[src/lpfr_pkg.sv]
// Shared types and constants for the length-prefixed frame receiver.
// Holds the parser state encoding, item action codes and control characters.
// Depends on nothing.
`timescale 1ns / 1ps

package lpfr_pkg;

    localparam int PAYLOAD_DEPTH = 256;
    localparam int ADDR_W        = $clog2(PAYLOAD_DEPTH);

    // Control characters of the frame format
    localparam logic [7:0] CH_SOH = 8'h01;
    localparam logic [7:0] CH_STX = 8'h02;
    localparam logic [7:0] CH_ETX = 8'h03;
    localparam logic [7:0] CH_EOT = 8'h04;

    typedef enum logic [1:0] {
        ACT_BYTE    = 2'd0,
        ACT_REQUEST = 2'd1,
        ACT_READ    = 2'd2
    } t_action;

    typedef enum logic [2:0] {
        ST_IDLE    = 3'd0,
        ST_PENDING = 3'd1,
        ST_SOH     = 3'd2,
        ST_LEN     = 3'd3,
        ST_TEXT    = 3'd4,
        ST_TEXTEND = 3'd5,
        ST_ETX     = 3'd6
    } t_parse_state;

endpackage

[src/length_prefixed_frame_receiver.sv]
// Top level of the length-prefixed frame receiver: parser, payload memory
// and result register. Depends on lpfr_pkg.
`timescale 1ns / 1ps

// Master-side receiver for SOH / length / STX / payload / ETX / EOT frames.
// Each input transaction carries an action in tuser: a received serial byte,
// a data request, or a read of a stored payload byte. A request is honored
// only while idle; it pulses interrupt_pulse in its result, clears the
// announced length and the received count and arms the parser. The parser
// waits for SOH, takes the next byte as the payload length, waits for STX,
// stores payload bytes until the count reaches the length (a length of 0
// means 256 bytes), then waits for ETX and EOT and returns to idle. Bytes
// that are not the awaited control character are dropped, as are requests
// while busy and the unused action code. Reads at or beyond the received
// count return 0. Every input transaction yields exactly one result
// transaction carrying the state after the update. The block accepts one
// transaction per clock cycle while the result stage is empty or drained;
// each result is registered and appears in the cycle after its input is
// accepted. The payload memory is not cleared after reset: reads are
// gated by the received count, so only bytes of the current frame come back.
module length_prefixed_frame_receiver (
    input  logic        i_clk,
    input  logic        i_rst_n,
    // input stream
    input  logic        i_s_tvalid,
    output logic        o_s_tready,
    input  logic [15:0] i_s_tdata,   // [7:0] rx_byte, [15:8] read_index
    input  logic [1:0]  i_s_tuser,   // [1:0] action
    // result stream
    output logic        o_m_tvalid,
    input  logic        i_m_tready,
    output logic [31:0] o_m_tdata    // [0] idle, [3:1] frame_state,
                                     // [11:4] message_length,
                                     // [19:12] received_count,
                                     // [20] interrupt_pulse, [21] byte_stored,
                                     // [29:22] read_data, [31:30] zero
);

    // ---------------------------------------------------------------
    // Frame state registers
    // ---------------------------------------------------------------
    lpfr_pkg::t_parse_state r_state, n_state;
    logic [7:0]             r_length, n_length;
    logic [7:0]             r_count, n_count;

    // Payload memory: one write port, one registered read port
    logic [7:0] r_mem [lpfr_pkg::PAYLOAD_DEPTH];
    logic [7:0] r_mem_q;

    // Result stage
    logic                   r_s1_valid;
    lpfr_pkg::t_parse_state r_s1_state;
    logic [7:0]             r_s1_length;
    logic [7:0]             r_s1_count;
    logic                   r_s1_pulse;
    logic                   r_s1_stored;
    logic                   r_s1_rd_en;

    // Input unpacking and handshake
    lpfr_pkg::t_action w_action;
    logic [7:0]        w_rx_byte;
    logic [7:0]        w_read_index;
    logic              w_accept;
    logic              w_advance;

    // Per-transaction control
    logic w_pulse;
    logic w_wr_en;
    logic w_rd_en;

    assign w_action     = lpfr_pkg::t_action'(i_s_tuser);
    assign w_rx_byte    = i_s_tdata[7:0];
    assign w_read_index = i_s_tdata[15:8];

    // Advance the result stage whenever it is empty or being drained
    assign w_advance  = !r_s1_valid || i_m_tready;
    assign o_s_tready = w_advance;
    assign w_accept   = i_s_tvalid && w_advance;

    // ---------------------------------------------------------------
    // Next-state logic of the parser
    // ---------------------------------------------------------------
    always_comb begin
        n_state  = r_state;
        n_length = r_length;
        n_count  = r_count;
        if (w_accept) begin
            case (w_action)
                lpfr_pkg::ACT_BYTE: begin
                    case (r_state)
                        lpfr_pkg::ST_PENDING: begin
                            if (w_rx_byte == lpfr_pkg::CH_SOH) begin
                                n_state = lpfr_pkg::ST_SOH;
                            end
                        end
                        lpfr_pkg::ST_SOH: begin
                            n_length = w_rx_byte;
                            n_state  = lpfr_pkg::ST_LEN;
                        end
                        lpfr_pkg::ST_LEN: begin
                            if (w_rx_byte == lpfr_pkg::CH_STX) begin
                                n_state = lpfr_pkg::ST_TEXT;
                            end
                        end
                        lpfr_pkg::ST_TEXT: begin
                            // 8-bit count wraps, so a length of 0 ends after 256 bytes
                            n_count = r_count + 8'd1;
                            if (n_count == r_length) begin
                                n_state = lpfr_pkg::ST_TEXTEND;
                            end
                        end
                        lpfr_pkg::ST_TEXTEND: begin
                            if (w_rx_byte == lpfr_pkg::CH_ETX) begin
                                n_state = lpfr_pkg::ST_ETX;
                            end
                        end
                        lpfr_pkg::ST_ETX: begin
                            if (w_rx_byte == lpfr_pkg::CH_EOT) begin
                                n_state = lpfr_pkg::ST_IDLE;
                            end
                        end
                        default: begin
                        end
                    endcase
                end
                lpfr_pkg::ACT_REQUEST: begin
                    if (r_state == lpfr_pkg::ST_IDLE) begin
                        n_state  = lpfr_pkg::ST_PENDING;
                        n_length = 8'd0;
                        n_count  = 8'd0;
                    end
                end
                default: begin
                end
            endcase
        end
    end

    // ---------------------------------------------------------------
    // Output decode: memory strobes and result flags
    // ---------------------------------------------------------------
    always_comb begin
        w_pulse = 1'b0;
        w_wr_en = 1'b0;
        w_rd_en = 1'b0;
        if (w_accept) begin
            case (w_action)
                lpfr_pkg::ACT_BYTE: begin
                    // drop payload bytes that fall beyond the store
                    w_wr_en = (r_state == lpfr_pkg::ST_TEXT)
                              && ({1'b0, r_count} < 9'(lpfr_pkg::PAYLOAD_DEPTH));
                end
                lpfr_pkg::ACT_REQUEST: begin
                    w_pulse = (r_state == lpfr_pkg::ST_IDLE);
                end
                lpfr_pkg::ACT_READ: begin
                    // positions at or beyond the count read as the terminator
                    w_rd_en = (w_read_index < r_count)
                              && ({1'b0, w_read_index} < 9'(lpfr_pkg::PAYLOAD_DEPTH));
                end
                default: begin
                end
            endcase
        end
    end

    // ---------------------------------------------------------------
    // Registers
    // ---------------------------------------------------------------
    always_ff @(posedge i_clk) begin
        if (!i_rst_n) begin
            r_state    <= lpfr_pkg::ST_IDLE;
            r_length   <= 8'd0;
            r_count    <= 8'd0;
            r_s1_valid <= 1'b0;
        end else begin
            r_state  <= n_state;
            r_length <= n_length;
            r_count  <= n_count;
            if (w_advance) begin
                r_s1_valid <= i_s_tvalid;
            end
        end
    end

    // Result payload: load only when the stage advances, hold while stalled
    always_ff @(posedge i_clk) begin
        if (w_advance) begin
            r_s1_state  <= n_state;
            r_s1_length <= n_length;
            r_s1_count  <= n_count;
            r_s1_pulse  <= w_pulse;
            r_s1_stored <= w_wr_en;
            r_s1_rd_en  <= w_rd_en;
        end
    end

    // Payload memory
    always_ff @(posedge i_clk) begin
        if (w_wr_en) begin
            r_mem[r_count[lpfr_pkg::ADDR_W-1:0]] <= w_rx_byte;
        end
        if (w_rd_en) begin
            r_mem_q <= r_mem[w_read_index[lpfr_pkg::ADDR_W-1:0]];
        end
    end

    // ---------------------------------------------------------------
    // Result packing
    // ---------------------------------------------------------------
    assign o_m_tvalid = r_s1_valid;
    assign o_m_tdata  = {2'b00,
                         (r_s1_rd_en ? r_mem_q : 8'd0),
                         r_s1_stored,
                         r_s1_pulse,
                         r_s1_count,
                         r_s1_length,
                         r_s1_state,
                         (r_s1_state == lpfr_pkg::ST_IDLE)};

    // ---------------------------------------------------------------
    // Assertions
    // ---------------------------------------------------------------
    a_store_only_in_text: assert property (@(posedge i_clk) disable iff (!i_rst_n)
        w_wr_en |-> (r_state == lpfr_pkg::ST_TEXT))
        else $error("payload write outside the payload phase");

    a_request_arms: assert property (@(posedge i_clk) disable iff (!i_rst_n)
        (w_accept && w_action == lpfr_pkg::ACT_REQUEST && r_state == lpfr_pkg::ST_IDLE)
        |=> (r_state == lpfr_pkg::ST_PENDING && r_count == 8'd0 && r_length == 8'd0))
        else $error("accepted request did not arm the parser");

    a_pulse_means_pending: assert property (@(posedge i_clk) disable iff (!i_rst_n)
        (r_s1_valid && r_s1_pulse) |-> (r_s1_state == lpfr_pkg::ST_PENDING))
        else $error("interrupt pulse without pending state");

    a_read_below_count: assert property (@(posedge i_clk) disable iff (!i_rst_n)
        w_rd_en |-> (r_state != lpfr_pkg::ST_PENDING || r_count == 8'd0) && !w_wr_en)
        else $error("payload read and write in one transaction");

endmodule

[config.mk]
export PLATFORM = sky130hd
export DESIGN_NAME = length_prefixed_frame_receiver
export DESIGN_NICKNAME = d
export VERILOG_FILES = /design/src/lpfr_pkg.sv /design/src/length_prefixed_frame_receiver.sv
export SDC_FILE = /design/constraint.sdc
export NUM_CORES = 2
export LEC_CHECK = 0
export ABC_AREA = 1
export CELL_PAD_IN_SITES_DETAIL_PLACEMENT = 0
export CELL_PAD_IN_SITES_GLOBAL_PLACEMENT = 1
export CORE_ASPECT_RATIO = 1.4
export CORE_MARGIN = 8
export CORE_UTILIZATION = 54
export CTS_BUF_LIST = sky130_fd_sc_hd__clkbuf_8
export CTS_CLUSTER_DIAMETER = 150
export DETAILED_ROUTE_END_ITERATION = 8
export DONT_BUFFER_PORTS = 1
export HOLD_SLACK_MARGIN = 0.12
export PLACE_DENSITY = 0.81
export SYNTH_ARGS = -nofsm -noshare
export SYNTH_HDL_FRONTEND = slang
export SYNTH_SLANG_ARGS = --single-unit
export TNS_END_PERCENT = 30
[constraint.sdc]
create_clock -name i_clk -period 3.8 [get_ports i_clk]
set_input_delay 0.76 -clock i_clk [delete_from_list [all_inputs] [get_ports i_clk]]
set_output_delay 0.76 -clock i_clk [all_outputs]
set_load 0.03 [all_outputs]
==> report_table.html <==
<table>
<tr><th>Metric</th><th>Value</th></tr>
<tr><th colspan="2">Run status</th></tr>
<tr><td>Run status</td><td>finished, violations left</td></tr>
<tr><td>Failing checks</td><td>slew limit, setup timing</td></tr>
<tr><th colspan="2">Global route</th></tr>
<tr><td>Maximum number of pins on one net before global-route repair</td><td>1026</td></tr>
<tr><td>Gr usage total</td><td>27.1%</td></tr>
<tr><td>Global-route congestion overflow total</td><td>0</td></tr>
<tr><td>Vias in the first global route</td><td>54900</td></tr>
<tr><td>Number of antenna violations at the first check in global routing</td><td>5</td></tr>
<tr><td>Global-route wire length before repair</td><td>352000 µm</td></tr>
<tr><th colspan="2">Floorplan</th></tr>
<tr><td>Die X</td><td>353 µm</td></tr>
<tr><td>Number of cell rows</td><td>173</td></tr>
<tr><td>Die Height</td><td>487 µm</td></tr>
<tr><td>Number of top-level design ports</td><td>56</td></tr>
<tr><td>Die footprint</td><td>172000 µm²</td></tr>
<tr><td>Core Footprint</td><td>158000 µm²</td></tr>
<tr><td>Initial core utilization</td><td>54.2%</td></tr>
<tr><th colspan="2">Critical path</th></tr>
<tr><td>Reg2Reg Capture Point</td><td>r_mem[177][3]$_DFFE_PP_</td></tr>
<tr><td>Worst reg2reg startpoint</td><td>r_count[7]$_SDFF_PN0_</td></tr>
<tr><td>Worst endpoint data arrival time</td><td>5.01 ns</td></tr>
<tr><td>Startpoint class of the critical path</td><td>input port</td></tr>
<tr><td>Maximum fanout along the worst path</td><td>1025</td></tr>
<tr><td>Worst endpoint required time</td><td>4.68 ns</td></tr>
<tr><td>Critical path endpoint category</td><td>flip-flop</td></tr>
<tr><td>Kind of critical path</td><td>in -&gt; reg</td></tr>
<tr><td>Reg-to-reg slack, setup</td><td>0.68 ns</td></tr>
<tr><td>Worst r2r path cells</td><td>4</td></tr>
<tr><th colspan="2">Power and ir drop</th></tr>
<tr><td>Power Dens Cells</td><td>480 nW/µm²</td></tr>
<tr><td>Leakage Power</td><td>33.2 nW</td></tr>
<tr><td>Peak VDD IR</td><td>0.406 mV</td></tr>
<tr><td>Overall power after layout</td><td>45.1 mW</td></tr>
<tr><th colspan="2">Synthesis</th></tr>
<tr><td>Count of cell types in the netlist</td><td>35</td></tr>
<tr><td>Post-Syn Area</td><td>85700 µm²</td></tr>
<tr><td>Avg Synthesized Cell Area</td><td>11.8 µm²</td></tr>
<tr><td>Sequential-to-total area share from yosys stat</td><td>73.3%</td></tr>
<tr><td>Flip-flop and latch count after synthesis</td><td>2098</td></tr>
<tr><td>Syn. warnings</td><td>0</td></tr>
<tr><td>Cell count after synthesis</td><td>7264</td></tr>
<tr><th colspan="2">Timing</th></tr>
<tr><td>Final clock skew</td><td>0.0609 ns</td></tr>
<tr><td>Setup TNS Final</td><td>-0.380 ns</td></tr>
<tr><td>Final critical-path setup slack</td><td>-0.331 ns</td></tr>
<tr><td>Unrepaired setup endpoints after global routing</td><td>false</td></tr>
<tr><td>Portion of the clock cycle consumed by the worst path in the final layout</td><td>109%</td></tr>
<tr><td>Final-report max-slew violation count</td><td>1123</td></tr>
<tr><td>Period minus WS final</td><td>4.13 ns</td></tr>
<tr><td>Slew at the pin closest to its max-slew limit</td><td>2.70 ns</td></tr>
<tr><td>Number of endpoints with negative hold slack in the final report</td><td>0</td></tr>
<tr><td>Headroom to the max-slew limit</td><td>-80.1%</td></tr>
<tr><td>Maximum clock rate</td><td>242 MHz</td></tr>
<tr><td>Setup-violating endpoint count in the final report</td><td>2</td></tr>
<tr><th colspan="2">Route</th></tr>
<tr><td>Vias per inst</td><td>5.90</td></tr>
<tr><td>Number of remaining DRC errors</td><td>0</td></tr>
<tr><td>DRT Wirelength</td><td>240000 µm</td></tr>
<tr><td>Number of detailed-routing iterations run before antenna repair</td><td>9</td></tr>
<tr><td>Total number of vias</td><td>56800</td></tr>
<tr><td>ANT nets after route</td><td>0</td></tr>
<tr><td>Routed length per placed instance</td><td>24.9 µm</td></tr>
<tr><td>Iter 0 DRT Violations</td><td>6365</td></tr>
<tr><th colspan="2">Final layout</th></tr>
<tr><td>Layout net count</td><td>7350</td></tr>
<tr><td>Share of post-route cells with drive strength above 1</td><td>8.18%</td></tr>
<tr><td>Number of fillers in the final layout</td><td>12600</td></tr>
<tr><td>Final standard cell area without fillers</td><td>93900 µm²</td></tr>
<tr><td>Total area of multi-input combinational cells</td><td>20200 µm²</td></tr>
<tr><td>Growth of design area from synthesis to finish</td><td>9.59%</td></tr>
<tr><td>Sequential cell area</td><td>62800 µm²</td></tr>
<tr><td>Utilization after layout</td><td>59.3%</td></tr>
<tr><th colspan="2">Placed design</th></tr>
<tr><td>Buffers added on ports</td><td>0</td></tr>
<tr><td>Area of placed instances</td><td>87700 µm²</td></tr>
<tr><td>Placer's final routability congestion estimate</td><td>0.854</td></tr>
<tr><td>Worst slack, placed</td><td>0.0506 ns</td></tr>
<tr><td>DP Wirelength</td><td>125000 µm</td></tr>
<tr><th colspan="2">Clocking</th></tr>
<tr><td>Post-CTS repair timing setup buffer count</td><td>0</td></tr>
<tr><td>Clock tree from TritonCTS</td><td>yes</td></tr>
<tr><td>Clock root buffer</td><td>sky130_fd_sc_hd__clkbuf_8</td></tr>
<tr><td>Resized Gates After CTS</td><td>0</td></tr>
<tr><td>Number of buffers added by the clock tree synthesis step</td><td>318</td></tr>
<tr><td>Max clock buf depth</td><td>4</td></tr>
<tr><td>Number of hold-repair buffers added at the cts stage</td><td>22</td></tr>
<tr><td>Clock net sink count</td><td>2098</td></tr>
<tr><td>Clk Latency, worst-skew pair</td><td>1.03 ns</td></tr>
<tr><td>Clock input transition at the sequential cells of the worst setup and hold paths</td><td>0.06 ns</td></tr>
<tr><td>Clock H-tree levels</td><td>5</td></tr>
<tr><th colspan="2">Job</th></tr>
<tr><td>Count of maximum capacitance violations</td><td>0</td></tr>
<tr><th colspan="2">Hold path</th></tr>
<tr><td>Min-Delay Startpoint</td><td>i_s_tdata[0]</td></tr>
<tr><td>Class of the most critical hold timing path</td><td>in -&gt; reg</td></tr>
<tr><td>Worst Hold End</td><td>r_mem[248][0]$_DFFE_PP_</td></tr>
<tr><td>Instance count along the most critical hold path</td><td>1</td></tr>
</table>
[cell usage after synthesis, drive strengths merged]
cell,count,area share [%]
xnor2,2,0.020
nor3b,1,0.0088
nand4,4,0.029
inv,60,0.27
a21oi,20,0.12
nand3,2043,12
nor3,6,0.035
o221ai,1,0.010
buf,396,2.5
clkinv,2,0.0088
edfxtp,2078,73
dfxtp,20,0.47
a31oi,1,0.0073
ha,12,0.18
xor2,6,0.061
o21ai,10,0.058
a21o,1,0.0088
clkbuf,94,0.41
a211oi,1,0.0088
a32oi,2,0.020
conb,1,0.0044
or2,1,0.0073
o41ai,1,0.010
nand2,2199,9.7
nor2,296,1.3
a21boi,3,0.026
o211ai,3,0.026
[state kept, by name, indices dropped and copies added (netlist names)]
signal and flops:
o_m_tvalid 1, r_count 8, r_length 8, r_mem 2048, r_mem_q 8, r_s1_count 8, r_s1_length 8, r_s1_pulse 1
r_s1_rd_en 1, r_s1_state 3, r_s1_stored 1, r_state 3
[worst max path at each step]
stage	end	start	cells after the start
global route	o_m_tdata[0]	r_s1_state[0]$_DFFE_PN_	1
floorplan	r_mem[104][0]$_DFFE_PP_	i_m_tready	11
finish	r_mem_q[7]$_DFFE_PP_	i_s_tdata[8]	14
CTS	o_m_tdata[0]	r_s1_state[1]$_DFFE_PN_	1
global placement	r_mem_q[4]$_DFFE_PP_	i_s_tdata[8]	13
detailed placement	r_mem_q[4]$_DFFE_PP_	i_s_tdata[8]	13
[worst max-delay path, cell delays in order]
cell and delay (ns):
sky130_fd_sc_hd__clkinv_16 0.48, sky130_fd_sc_hd__buf_12 0.23, sky130_fd_sc_hd__buf_4 0.43, sky130_fd_sc_hd__nand2_1 0.09, sky130_fd_sc_hd__nand3_1 0.10, sky130_fd_sc_hd__nand3_1 0.16
sky130_fd_sc_hd__nand3_1 0.18, sky130_fd_sc_hd__nand3_1 0.10, sky130_fd_sc_hd__nand3_1 0.18, sky130_fd_sc_hd__nand3_1 0.25, sky130_fd_sc_hd__nand2_1 0.19, sky130_fd_sc_hd__nand2_1 0.07
sky130_fd_sc_hd__nand2_1 0.09, sky130_fd_sc_hd__dlygate4sd3_1 0.55
[where the power goes]
group	total, mW	internal, mW	leakage (nW)	switching, mW
logic	2.40	0.701	11.0	1.70
clock network	17.2	8.78	3.27	8.40
registers	25.5	25.5	18.9	0.0394
[kinds of logic (layout without fill, tap and decap cells)]
logic type	count (synthesis)	count (layout)	synth area share (%)
AND/OR/NAND/NOR	4550	4550	23.0
flip-flops	2098	2098	73.3
buffers and inverters	552	817	3.15
AO/OA/AOI/OAI	43	43	0.294
adder cells (fa/ha/maj)	12	12	0.175
XOR/XNOR	8	8	0.0818
other	1	4	0.00438
[through the flow]
step / cells / hold WS, ns
floorplan: 7265 / 0.473
finish: 9632 / 0.150
detailed placement: 9069 / 0.518
global route: 9631 / 0.122
CTS: 9625 / 0.121
global placement: 9069 / 0.502
[layout by cell type, fill, tap and decap left out, drive strengths merged]
master	count
dlygate4sd3	15
inv	157
a32oi	2
nor3	6
a31oi	1
xnor2	2
o211ai	3
a211oi	1
clkinvlp	7
clkinv	95
diode	2
nand4	4
nand2	2199
a21boi	3
a21oi	20
ha	12
clkbuf	324
nand3	2043
dfxtp	20
conb	2
o21ai	10
o41ai	1
a21o	1
buf	206
or2	1
edfxtp	2078
xor2	6
nor3b	1
o221ai	1
bufinv	13
nor2	296
[routing by layer]
metal / part of all wire, % / global-route usage (%) / vias up
met4: 5.9 / 14.7 / 4
met1: 38 / 34.0 / 27700
li1: - / - / 25900
met5: 0.010 / 0 / -
met2: 48 / 44.6 / 2712
met3: 8.3 / 5.05 / 563
[cell type report]
type	instances	area share, %
flip-flops and latches	2098	66.9
multi-input cells	4615	21.5
clock buffers	324	4.75
well taps	2100	2.80
repair buffers	221	2.46
clock inverters	210	1.29
inverters	62	0.294
diodes	2	0.00533
No activity file was read; power rests on OpenSTA's default activity.
